<file path="config.mk">
export PLATFORM = sky130hd
export DESIGN_NAME = sorted_alarm_timer_queue
export DESIGN_NICKNAME = d
export VERILOG_FILES = /design/src/sv/satq_pkg.sv /design/src/sv/sorted_alarm_timer_queue.sv
export SDC_FILE = /design/constraint.sdc
export NUM_CORES = 2
export LEC_CHECK = 0
export ABC_AREA = 0
export BUFFER_PORTS_ARGS = -buffer_cell sky130_fd_sc_hd__buf_2
export CAP_MARGIN = 20
export CORE_MARGIN = 4
export CORE_UTILIZATION = 30
export CTS_CLUSTER_DIAMETER = 40
export DETAILED_ROUTE_END_ITERATION = 10
export SYNTH_ARGS = -nofsm -noshare
export SYNTH_HDL_FRONTEND = slang
export SYNTH_SLANG_ARGS = --single-unit
</file>
<file path="constraint.sdc">
create_clock -name clk_i -period 10.7 [get_ports clk_i]
set_clock_uncertainty 0.1 [all_clocks]
set_input_delay 0.535 -clock clk_i [delete_from_list [all_inputs] [get_ports clk_i]]
set_output_delay 0.535 -clock clk_i [all_outputs]
set_load 0.05 [all_outputs]
</file>
<file path="src/sv/satq_pkg.sv">
// ----------------------------------------------------------------------------
// satq_pkg: shared definitions for the sorted alarm timer queue.
// Holds sizes, operation and result codes, the queue entry type and the
// circular pointer helper.
// ----------------------------------------------------------------------------
package satq_pkg;

  localparam int NUM_ALARMS = 16;
  localparam int AW         = $clog2(NUM_ALARMS);
  localparam int CW         = $clog2(NUM_ALARMS + 1);
  localparam int ID_W       = 4;
  localparam int TIME_W     = 64;

  localparam logic [1:0] OP_INIT  = 2'd0;
  localparam logic [1:0] OP_SLEEP = 2'd1;
  localparam logic [1:0] OP_TICK  = 2'd2;
  localparam logic [1:0] OP_BAD   = 2'd3;

  localparam logic [2:0] K_INIT   = 3'd0;
  localparam logic [2:0] K_QUEUED = 3'd1;
  localparam logic [2:0] K_DUE    = 3'd2;
  localparam logic [2:0] K_WOKEN  = 3'd3;
  localparam logic [2:0] K_REJECT = 3'd4;
  localparam logic [2:0] K_NONE   = 3'd5;

  // One wake queue entry: the slot and a copy of its wake time.
  typedef struct packed {
    logic [TIME_W-1:0] wake;
    logic [ID_W-1:0]   slot;
  } q_entry_t;

  // Circular pointer plus offset, wrapping at NUM_ALARMS.
  function automatic logic [AW-1:0] qptr_add(input logic [AW-1:0] ptr,
                                             input logic [CW-1:0] off);
    logic [CW:0] sum;
    sum = {{(CW+1-AW){1'b0}}, ptr} + {1'b0, off};
    if (sum >= (CW+1)'(NUM_ALARMS)) begin
      sum = sum - (CW+1)'(NUM_ALARMS);
    end
    return sum[AW-1:0];
  endfunction

endpackage

</file>
<file path="src/sv/sorted_alarm_timer_queue.sv">
// ----------------------------------------------------------------------------
// sorted_alarm_timer_queue: alarm engine with a time-sorted wake queue.
// Base times and the circular wake queue live in two synchronous memories.
// ----------------------------------------------------------------------------
// Sequence: init and reject go straight to S_OUT after acceptance; a sleep passes
// S_SLEEP, which answers an already-due sleep, or goes on to the sorted insert walk
// in S_INS, moving later entries up, and to S_INS_HEAD if it becomes the head; a
// tick walks S_TICK, waking due alarms in order. One word at a time: a new word is
// taken only after the last result word of the previous one has been accepted.
// Reset: base times read as zero, queue empty, compare all ones, irq off.
module sorted_alarm_timer_queue (
  input  logic           clk_i,
  input  logic           rst_ni,
  input  logic           s_axis_tvalid_i,
  output logic           s_axis_tready_o,
  // tdata, low to high: alarm_id[3:0], delay_ticks[67:4], now_time[131:68]
  input  logic [135:0]   s_axis_tdata_i,
  // tuser: operation[1:0]
  input  logic [1:0]     s_axis_tuser_i,
  output logic           m_axis_tvalid_o,
  input  logic           m_axis_tready_i,
  // tdata, low to high: woken_id[3:0], compare_time[67:4], interrupt_on[68]
  output logic [71:0]    m_axis_tdata_o,
  // tuser: kind[2:0]
  output logic [2:0]     m_axis_tuser_o,
  output logic           m_axis_tlast_o
);

  localparam int N  = satq_pkg::NUM_ALARMS;
  localparam int AW = satq_pkg::AW;
  localparam int CW = satq_pkg::CW;
  localparam int IW = satq_pkg::ID_W;
  localparam int TW = satq_pkg::TIME_W;

  // Sequencer states.
  localparam logic [2:0] S_IDLE     = 3'd0;
  localparam logic [2:0] S_SLEEP    = 3'd1;
  localparam logic [2:0] S_INS      = 3'd2;
  localparam logic [2:0] S_INS_HEAD = 3'd3;
  localparam logic [2:0] S_TICK     = 3'd4;
  localparam logic [2:0] S_OUT      = 3'd5;

  // Input word unpacked.
  logic [1:0]    in_op;
  logic [IW-1:0] in_id;
  logic [TW-1:0] in_delay;
  logic [TW-1:0] in_now;
  assign in_op    = s_axis_tuser_i;
  assign in_id    = s_axis_tdata_i[3:0];
  assign in_delay = s_axis_tdata_i[67:4];
  assign in_now   = s_axis_tdata_i[131:68];

  // Control and payload registers.
  logic [2:0]    state_q, state_d;
  logic [IW-1:0] id_q, id_d;
  logic [TW-1:0] delay_q, delay_d;
  logic [TW-1:0] now_q, now_d;
  logic [TW-1:0] newb_q, newb_d;
  logic [CW-1:0] pos_q, pos_d;
  logic [AW-1:0] head_q, head_d;
  logic [CW-1:0] cnt_q, cnt_d;
  logic [N-1:0]  flags_q, flags_d;
  logic [N-1:0]  bvalid_q, bvalid_d;
  logic [TW-1:0] cmp_q, cmp_d;
  logic          irq_q, irq_d;
  logic [2:0]    rkind_q, rkind_d;
  logic [IW-1:0] rid_q, rid_d;
  logic [CW-1:0] nres_q, nres_d;
  logic [CW-1:0] ocnt_q, ocnt_d;
  logic [CW-1:0] wcnt_q, wcnt_d;

  // Woken slots of the current tick, replayed on the output.
  logic [IW-1:0] wbuf_q [N];
  logic          wbuf_we;

  // Base time memory and its read port.
  logic [TW-1:0] bmem [N];
  logic          b_we;
  logic [AW-1:0] b_addr;
  logic [TW-1:0] b_wdata;
  logic [TW-1:0] b_rdata_q;
  logic          b_rvalid_q;

  // Wake queue memory, a circular buffer starting at head_q.
  satq_pkg::q_entry_t qmem [N];
  logic               q_we;
  logic [AW-1:0]      q_waddr;
  satq_pkg::q_entry_t q_wdata;
  logic [AW-1:0]      q_raddr;
  satq_pkg::q_entry_t q_rdata_q;

  logic              in_fire, out_fire, out_last;
  logic [TW:0]       bsum;
  logic [TW-1:0]     base_rd, newb;
  satq_pkg::q_entry_t ent;

  assign in_fire  = s_axis_tvalid_i && s_axis_tready_o;
  assign out_fire = m_axis_tvalid_o && m_axis_tready_i;
  assign out_last = (ocnt_q == nres_q - CW'(1));
  assign ent      = q_rdata_q;

  // A never-written base time reads as zero.
  assign base_rd = b_rvalid_q ? b_rdata_q : '0;
  assign bsum    = {1'b0, base_rd} + {1'b0, delay_q};
  assign newb    = bsum[TW] ? {TW{1'b1}} : bsum[TW-1:0];

  always_comb begin
    state_d  = state_q;
    id_d     = id_q;
    delay_d  = delay_q;
    now_d    = now_q;
    newb_d   = newb_q;
    pos_d    = pos_q;
    head_d   = head_q;
    cnt_d    = cnt_q;
    flags_d  = flags_q;
    bvalid_d = bvalid_q;
    cmp_d    = cmp_q;
    irq_d    = irq_q;
    rkind_d  = rkind_q;
    rid_d    = rid_q;
    nres_d   = nres_q;
    ocnt_d   = ocnt_q;
    wcnt_d   = wcnt_q;
    wbuf_we  = 1'b0;
    b_we     = 1'b0;
    b_addr   = in_id[AW-1:0];
    b_wdata  = in_now;
    q_we     = 1'b0;
    q_waddr  = head_q;
    q_wdata  = '{wake: newb_q, slot: id_q};
    q_raddr  = head_q;

    unique case (state_q)
      S_IDLE: begin
        if (in_fire) begin
          id_d    = in_id;
          delay_d = in_delay;
          now_d   = in_now;
          nres_d  = CW'(1);
          ocnt_d  = '0;
          rid_d   = in_id;
          priority if (in_op == satq_pkg::OP_TICK) begin
            wcnt_d  = '0;
            state_d = S_TICK;
          end else if (in_op == satq_pkg::OP_BAD
                       || {1'b0, in_id} >= (IW+1)'(N)
                       || flags_q[in_id[AW-1:0]]
                       || (in_op == satq_pkg::OP_SLEEP && cnt_q == CW'(N))) begin
            rkind_d = satq_pkg::K_REJECT;
            state_d = S_OUT;
          end else if (in_op == satq_pkg::OP_INIT) begin
            b_we                      = 1'b1;
            bvalid_d[in_id[AW-1:0]]   = 1'b1;
            rkind_d                   = satq_pkg::K_INIT;
            state_d                   = S_OUT;
          end else begin
            state_d = S_SLEEP;
          end
        end
      end
      S_SLEEP: begin
        b_we                  = 1'b1;
        b_addr                = id_q[AW-1:0];
        b_wdata               = newb;
        bvalid_d[id_q[AW-1:0]] = 1'b1;
        newb_d                = newb;
        if (newb <= now_q) begin
          rkind_d = satq_pkg::K_DUE;
          state_d = S_OUT;
        end else begin
          irq_d = 1'b1;
          if (cnt_q == '0) begin
            state_d = S_INS_HEAD;
          end else begin
            pos_d   = cnt_q;
            q_raddr = satq_pkg::qptr_add(head_q, cnt_q - CW'(1));
            state_d = S_INS;
          end
        end
      end
      S_INS: begin
        // Walk from the tail, moving entries with an equal or later time up.
        q_we    = 1'b1;
        q_waddr = satq_pkg::qptr_add(head_q, pos_q);
        if (ent.wake >= newb_q) begin
          q_wdata = ent;
          pos_d   = pos_q - CW'(1);
          if (pos_q == CW'(1)) begin
            state_d = S_INS_HEAD;
          end else begin
            q_raddr = satq_pkg::qptr_add(head_q, pos_q - CW'(2));
          end
        end else begin
          cnt_d                  = cnt_q + CW'(1);
          flags_d[id_q[AW-1:0]]  = 1'b1;
          rkind_d                = satq_pkg::K_QUEUED;
          state_d                = S_OUT;
        end
      end
      S_INS_HEAD: begin
        q_we                   = 1'b1;
        q_waddr                = head_q;
        cnt_d                  = cnt_q + CW'(1);
        flags_d[id_q[AW-1:0]]  = 1'b1;
        cmp_d                  = newb_q;
        rkind_d                = satq_pkg::K_QUEUED;
        state_d                = S_OUT;
      end
      S_TICK: begin
        if (cnt_q != '0 && ent.wake <= now_q) begin
          head_d                  = satq_pkg::qptr_add(head_q, CW'(1));
          cnt_d                   = cnt_q - CW'(1);
          flags_d[ent.slot[AW-1:0]] = 1'b0;
          wbuf_we                 = 1'b1;
          wcnt_d                  = wcnt_q + CW'(1);
          q_raddr                 = satq_pkg::qptr_add(head_q, CW'(1));
        end else begin
          if (cnt_q == '0) begin
            irq_d = 1'b0;
          end else begin
            cmp_d = ent.wake;
          end
          if (wcnt_q == '0) begin
            rkind_d = satq_pkg::K_NONE;
            rid_d   = '0;
          end else begin
            rkind_d = satq_pkg::K_WOKEN;
            nres_d  = wcnt_q;
          end
          state_d = S_OUT;
        end
      end
      S_OUT: begin
        if (out_fire) begin
          if (out_last) begin
            state_d = S_IDLE;
          end else begin
            ocnt_d = ocnt_q + CW'(1);
          end
        end
      end
      default: begin
        state_d = S_IDLE;
      end
    endcase
  end

  always_ff @(posedge clk_i or negedge rst_ni) begin
    if (!rst_ni) begin
      state_q  <= S_IDLE;
      head_q   <= '0;
      cnt_q    <= '0;
      flags_q  <= '0;
      bvalid_q <= '0;
      cmp_q    <= {TW{1'b1}};
      irq_q    <= 1'b0;
      nres_q   <= '0;
      ocnt_q   <= '0;
      wcnt_q   <= '0;
      pos_q    <= '0;
    end else begin
      state_q  <= state_d;
      head_q   <= head_d;
      cnt_q    <= cnt_d;
      flags_q  <= flags_d;
      bvalid_q <= bvalid_d;
      cmp_q    <= cmp_d;
      irq_q    <= irq_d;
      nres_q   <= nres_d;
      ocnt_q   <= ocnt_d;
      wcnt_q   <= wcnt_d;
      pos_q    <= pos_d;
    end
  end

  always_ff @(posedge clk_i) begin
    id_q    <= id_d;
    delay_q <= delay_d;
    now_q   <= now_d;
    newb_q  <= newb_d;
    rkind_q <= rkind_d;
    rid_q   <= rid_d;
    if (wbuf_we) begin
      wbuf_q[wcnt_q[AW-1:0]] <= ent.slot;
    end
  end

  // Base time memory, registered read.
  always_ff @(posedge clk_i) begin
    if (b_we) begin
      bmem[b_addr] <= b_wdata;
    end
    b_rdata_q <= bmem[b_addr];
  end

  always_ff @(posedge clk_i or negedge rst_ni) begin
    if (!rst_ni) begin
      b_rvalid_q <= 1'b0;
    end else begin
      b_rvalid_q <= bvalid_q[b_addr];
    end
  end

  // Wake queue memory, registered read. During the insert walk reads and writes never
  // hit the same entry in one cycle: the walk writes two places above where it reads.
  always_ff @(posedge clk_i) begin
    if (q_we) begin
      qmem[q_waddr] <= q_wdata;
    end
    q_rdata_q <= qmem[q_raddr];
  end

  // Output word, straight from registers held during the S_OUT state.
  assign s_axis_tready_o = (state_q == S_IDLE);
  assign m_axis_tvalid_o = (state_q == S_OUT);
  assign m_axis_tuser_o  = rkind_q;
  assign m_axis_tlast_o  = out_last;
  assign m_axis_tdata_o  = {3'b000, irq_q, cmp_q,
                            (rkind_q == satq_pkg::K_WOKEN) ? wbuf_q[ocnt_q[AW-1:0]]
                                                           : rid_q};

  // The queue never holds more entries than there are slots.
  assert property (@(posedge clk_i) disable iff (!rst_ni)
    cnt_q <= CW'(N))
    else $error("queue count overflow");

  // Every queued slot has its flag, and only those.
  assert property (@(posedge clk_i) disable iff (!rst_ni)
    $countones(flags_q) == int'(cnt_q))
    else $error("queued flags disagree with queue count");

  // After the final result the block is ready for the next word.
  assert property (@(posedge clk_i) disable iff (!rst_ni)
    out_fire && m_axis_tlast_o |=> s_axis_tready_o)
    else $error("not ready after final result");

endmodule

</file>
* Word level (Yosys, flattened, before mapping)
Memories as Yosys holds them, arrays and structs flattened. A register that Yosys moved wholly into a read port is not among the register bits. Index checks and enable logic that the tools add are counted.
Word-level totals: input port bits 142, register bits 333, output and inout bits 78, logic and storage cells 225, memories kept 3, memory bits (writable) 2176
Operators by class: equality and inequality tests 33, add/subtract/negate cells 16, mux-type cells 101, bitwise gates (word level) 5, order comparisons 14, reduce and logical (&&, ||, !) cells 35
Memory list:
- qmem | depth 16, bits a word 68, rd ports 1, clocked after Yosys merged registers in 1, wr ports 1, line sorted_alarm_timer_queue.sv:85 | satq_pkg::q_entry_t qmem [N];
- bmem | depth 16, bits a word 64, rd ports 1, clocked after Yosys merged registers in 1, wr ports 1, line sorted_alarm_timer_queue.sv:77 | logic [TW-1:0] bmem [N];
- wbuf_q | depth 16, bits a word 4, rd ports 1, clocked after Yosys merged registers in 0, wr ports 1, line sorted_alarm_timer_queue.sv:73 | logic [IW-1:0] wbuf_q [N];
Operator list (number):
- 64-bit two-way mux | 5
- 68-bit two-way mux | 2
- 64-bit <= comparator | 2
- 64-bit case mux with 2 select lines | 1
- 16-bit two-way mux | 6
- 5-bit two-way mux | 14
- 64-bit by 64-bit adder with 65-bit output | 1
- 64-bit greater-or-equal comparator | 1
- 4-bit two-way mux | 15
- 3-bit two-way mux | 18
- 16-bit bitwise OR | 3
- 16-bit case mux with 3 select lines | 1
- 5-bit case mux with 2 select lines | 4
- 16-bit case mux with 2 select lines | 1
- 2-bit inequality test, second input constant | 14
- 4-bit AND reduction | 6
- 1-bit two-way mux | 22
- 4-bit by 5-bit less-than comparator with 1-bit output, second input constant | 4
- 4-bit by 5-bit adder with 6-bit output | 3
- 6-bit by 5-bit greater-or-equal comparator with 1-bit output, second input constant | 3
- 3-bit case mux with 6 select lines | 1
- 16-bit AND | 1
- 16-bit inverter | 1
- 4-bit by 1-bit subtractor with 4-bit output, second input constant | 4
- other kinds (37) | 71

* Logic depth before layout (Yosys ltp)
depth in word-level cells 10, mapped depth 37, gate-level depth less buffers 28

* Least setup slack after synthesis
Ideal clock, no wire load.
kind reg-to-reg, start point register b_rvalid_q, end point register, netlist name ent[56], slack 2.642 ns, clock period less this slack 8.058 ns, arrival time 7.838 ns, library setup time 0.120 ns, required time 10.480 ns, stages on the path, launching flop included 36, path buffers 9, cells stage by stage dfrtp_1 clkbuf_1 clkbuf_1 and2_1 ha_1 fa_1 a211oi_1 o21ai_0 a221oi_2 nor4_1 nor3_2 o21ai_1 o2bb2ai_1 or4_1 and2_1 a211oi_2 buf_2 buf_2 buf_2 nand2_1 ha_1 nand4_1 or4_1 or4_1 nor2b_4 o21ai_4 mux2i_1 a32oi_1 o211a_1 buf_4 buf_2 nand2_1 clkbuf_1 clkbuf_1 a211oi_1 a211o_1
On the way: longest elaborated chain between the ends 6
Ends and longest elaborated chain:
- start: declaration | line sorted_alarm_timer_queue.sv:82 | logic b_rvalid_q;
- start signal: assignment | line sorted_alarm_timer_queue.sv:301 | b_rvalid_q <= bvalid_q[b_addr];
- 64-bit two-way mux | line sorted_alarm_timer_queue.sv:103 | assign base_rd = b_rvalid_q ? b_rdata_q : '0;
- 64-bit by 64-bit adder with 65-bit output | line sorted_alarm_timer_queue.sv:104 | assign bsum = {1'b0, base_rd} + {1'b0, delay_q};
- 64-bit two-way mux | line sorted_alarm_timer_queue.sv:105 | assign newb = bsum[TW] ? {TW{1'b1}} : bsum[TW-1:0];
- net newb[23] | line sorted_alarm_timer_queue.sv:94 | logic [TW-1:0] base_rd, newb;
- 64-bit <= comparator | line sorted_alarm_timer_queue.sv:168 | if (newb <= now_q) begin
- 4-bit two-way mux | line sorted_alarm_timer_queue.sv:168
- 4-bit case mux with 3 select lines | line sorted_alarm_timer_queue.sv:134 | unique case (state_q)
The timed path passes the listed nets, and every way through them passes these cells. A chain may end at the register's enable or synchronous reset.

* Final worst setup path
start point register b_rvalid_q, end point register, netlist name ent[17]
On the way: longest elaborated chain between the ends 6
Ends and longest elaborated chain (line):
- 64-bit two-way mux | sorted_alarm_timer_queue.sv:103
- 64-bit by 64-bit adder with 65-bit output | sorted_alarm_timer_queue.sv:104
- 64-bit two-way mux | sorted_alarm_timer_queue.sv:105
- net newb[61] | sorted_alarm_timer_queue.sv:94
- 64-bit <= comparator | sorted_alarm_timer_queue.sv:168
- 4-bit two-way mux | sorted_alarm_timer_queue.sv:168
- 4-bit case mux with 3 select lines | sorted_alarm_timer_queue.sv:134
The timed path passes the listed nets, and every way through them passes these cells.

==> metrics <==
buffer depth of the longest clock path=4; Setup WS post-layout=0.545 ns; Ys Warns=0; area grow syn2layout=17.8%; power per cell area=348 nW/um2; largest net degree at the start of global routing=207; Worst Tran Pin Value=1.14 ns; chip width=623 um; most common cell in the netlist=edfxtp_1; 1st-pass router iterations=8; Worst EP required=11.39 ns; first-pass GRT wire length=491 mm; Slew HR=0.217; initial DRC count=7432; ys flop type=edfxtp_1; initial antenna violation count=28; Final Instance Area=134000 um2; CP max stage delay=0.64 ns; highest clock rate=98.5 MHz; setup_tns=0 ns; Distinct cells, synth=86; gr ovfl total=0; Async SR Flop Fraction=0.0492; max reg flops=1088; Post-Syn Area per Cell=13.0 um2; CTS sink cnt=2641; Top reg by flops=qmem; top cells by area, synth=edfxtp_1 (63%), nand2_1 (3.6%), a211oi_1 (3.2%), ha_1 (3.1%), a21oi_1 (2.5%); VDD IR max=0.605 mV; sequential share of the synthesized area=0.683; top post-synthesis cells by count=edfxtp_1 (2379), nand2_1 (1097), a21oi_1 (568); Crit-path slowest cell=nor4bb_1; TritonCTS clock tree=done; post-synthesis cell count=8727; routed via count=75700; number of post-CTS setup repair buffers=0; Top Registers=qmem (1088), bmem (1024), ent (68); final period utilization=0.949; Leakage=45.7 nW; I/O pin cnt=220; Layout fillers=35600; Core Region=376000 um2; floorplan die height=623 um; critical path class=reg2reg; cell row count=225; maxcap violations=0; min cycle time layout=10.15 ns; DIE AREA=388000 um2; DRC viols=0; CTS root buffer=clkbuf_16; Slew Limit Fails=0; starting density of the core=0.302; RePlAce Congestion=0.937; H-Tree Depth=5; Critical Path Fanout Max=52; count of buffers from port buffering=212; # setup viols final=0; synthesized flop and latch total=2641; Hold-fix buffers, CTS=135; EDFF count, synth=2379; clock latency on the worst-skew pair=0.87 ns; total chip power=46.4 mW; HPWL Detailed=207 mm; cell area after synthesis=113000 um2; Layout Nets=9481; RSZ-0062 raised after global routing=no; area leader, netlist=edfxtp_1; per-cell routed wire length=23.4 um; all-layer global routing usage=0.166; Post-CTS Resized=0; vias in the first global route=74900; DP Area=122000 um2; layout cells sized above 1=0.136; setup slack at placement=0.609 ns; clk slew on worst S/H paths=0.06 ns; Worst setup SP type=flip-flop; Hold Vio Cnt, Final=0; vias per cell=5.28; Arr. time, crit path=10.84 ns; run status=finished, final reports clean; CTS buffer count=316; Hold Path Class=in2reg; Synth top area share=0.630; crit end category=flip-flop; Post-DRT Antenna Nets=0; total wire length=335 mm
-- cells in the final DEF (no fill, tap or decap), drive strengths merged, types with 229 or more instances in the layout --
master / count
edfxtp: 2379
nand2: 1097
a21oi: 569
buf: 536
o21ai: 506
a211oi: 479
nand3: 389
clkbuf: 385
and2: 344
ha: 277
a2111oi: 270
inv: 236
nor2: 229
-- layer usage --
metal | global-route usage | share of wire
met2 | 0.284 | 0.49
met1 | 0.194 | 0.37
met4 | 0.111 | 0.075
met3 | 0.0224 | 0.061
met5 | 0 | 0
-- area by class of cell --
cell class	count	area, um2	share of cell area
Multi-Input combinational cell	5246	33000	0.247
Timing Repair Buffer	671	5630	0.0421
Clock inverter	187	2060	0.0154
Tap cell	4994	6250	0.0468
Antenna cell	22	55.1	0.000412
Clock buffer	385	8470	0.0634
Sequential cell	2641	77400	0.580
Inverter	182	688	0.00515
-- worst max-delay path, delay by kind of cell (launching register included) --
family                     cells  cell delay, ns
and+or+nand+nor               13            3.92
DFF                            1            0.45
AOI/OAI and AO/OA             11            3.41
adders and majority gates      2            0.80
buffers and inverters          5            1.26
-- per-stage QoR --
| step | std cells | hold WS, ns | utilization |
|---|---|---|---|
| detailed placement | 13600 | 0.343 | 0.323 |
| global route | 14300 | 0.106 | 0.355 |
| floorplan | 8729 | 0.139 | - |
| finish | 14300 | 0.0904 | 0.355 |
| CTS | 14300 | 0.0208 | 0.355 |
| global placement | 13600 | 0.342 | 0.323 |
-- path summary, 6_finish.rpt --
kind	from	end	slack, ns	depth (start not counted)
min in group asynchronous	rst_ni	ocnt_q[3]	0.22	2
max reg2reg	b_rvalid_q	ent[17]	0.55	31
min	s_axis_tuser_i[0]	wcnt_q[3]	0.09	4
max	b_rvalid_q	ent[17]	0.55	31
max in group asynchronous	rst_ni	b_rvalid_q	8.83	3
min reg2reg	bvalid_q[11]	bvalid_q[11]	0.36	1
-- power by group --
part / switching (mW) / internal, mW / total [mW]
Sequential: 0.839 / 13.9 / 14.7
Clock: 4.35 / 6.37 / 10.7
Combinational: 14.3 / 6.70 / 21.0
-- cell families (layout without fill, tap and decap cells) --
family / count (synthesis) / after routing / synth area share
flops: 2641 / 2641 / 0.683
simple gates: 2416 / 2416 / 0.101
compound gates: 2386 / 2386 / 0.139
buf+inv: 842 / 1425 / 0.0297
fa+ha+maj: 282 / 282 / 0.0314
xor+xnor: 88 / 88 / 0.00680
mux: 71 / 71 / 0.00939
other cells: 1 / 25 / 0.0000331
No activity file was read; power rests on OpenSTA's default activity.
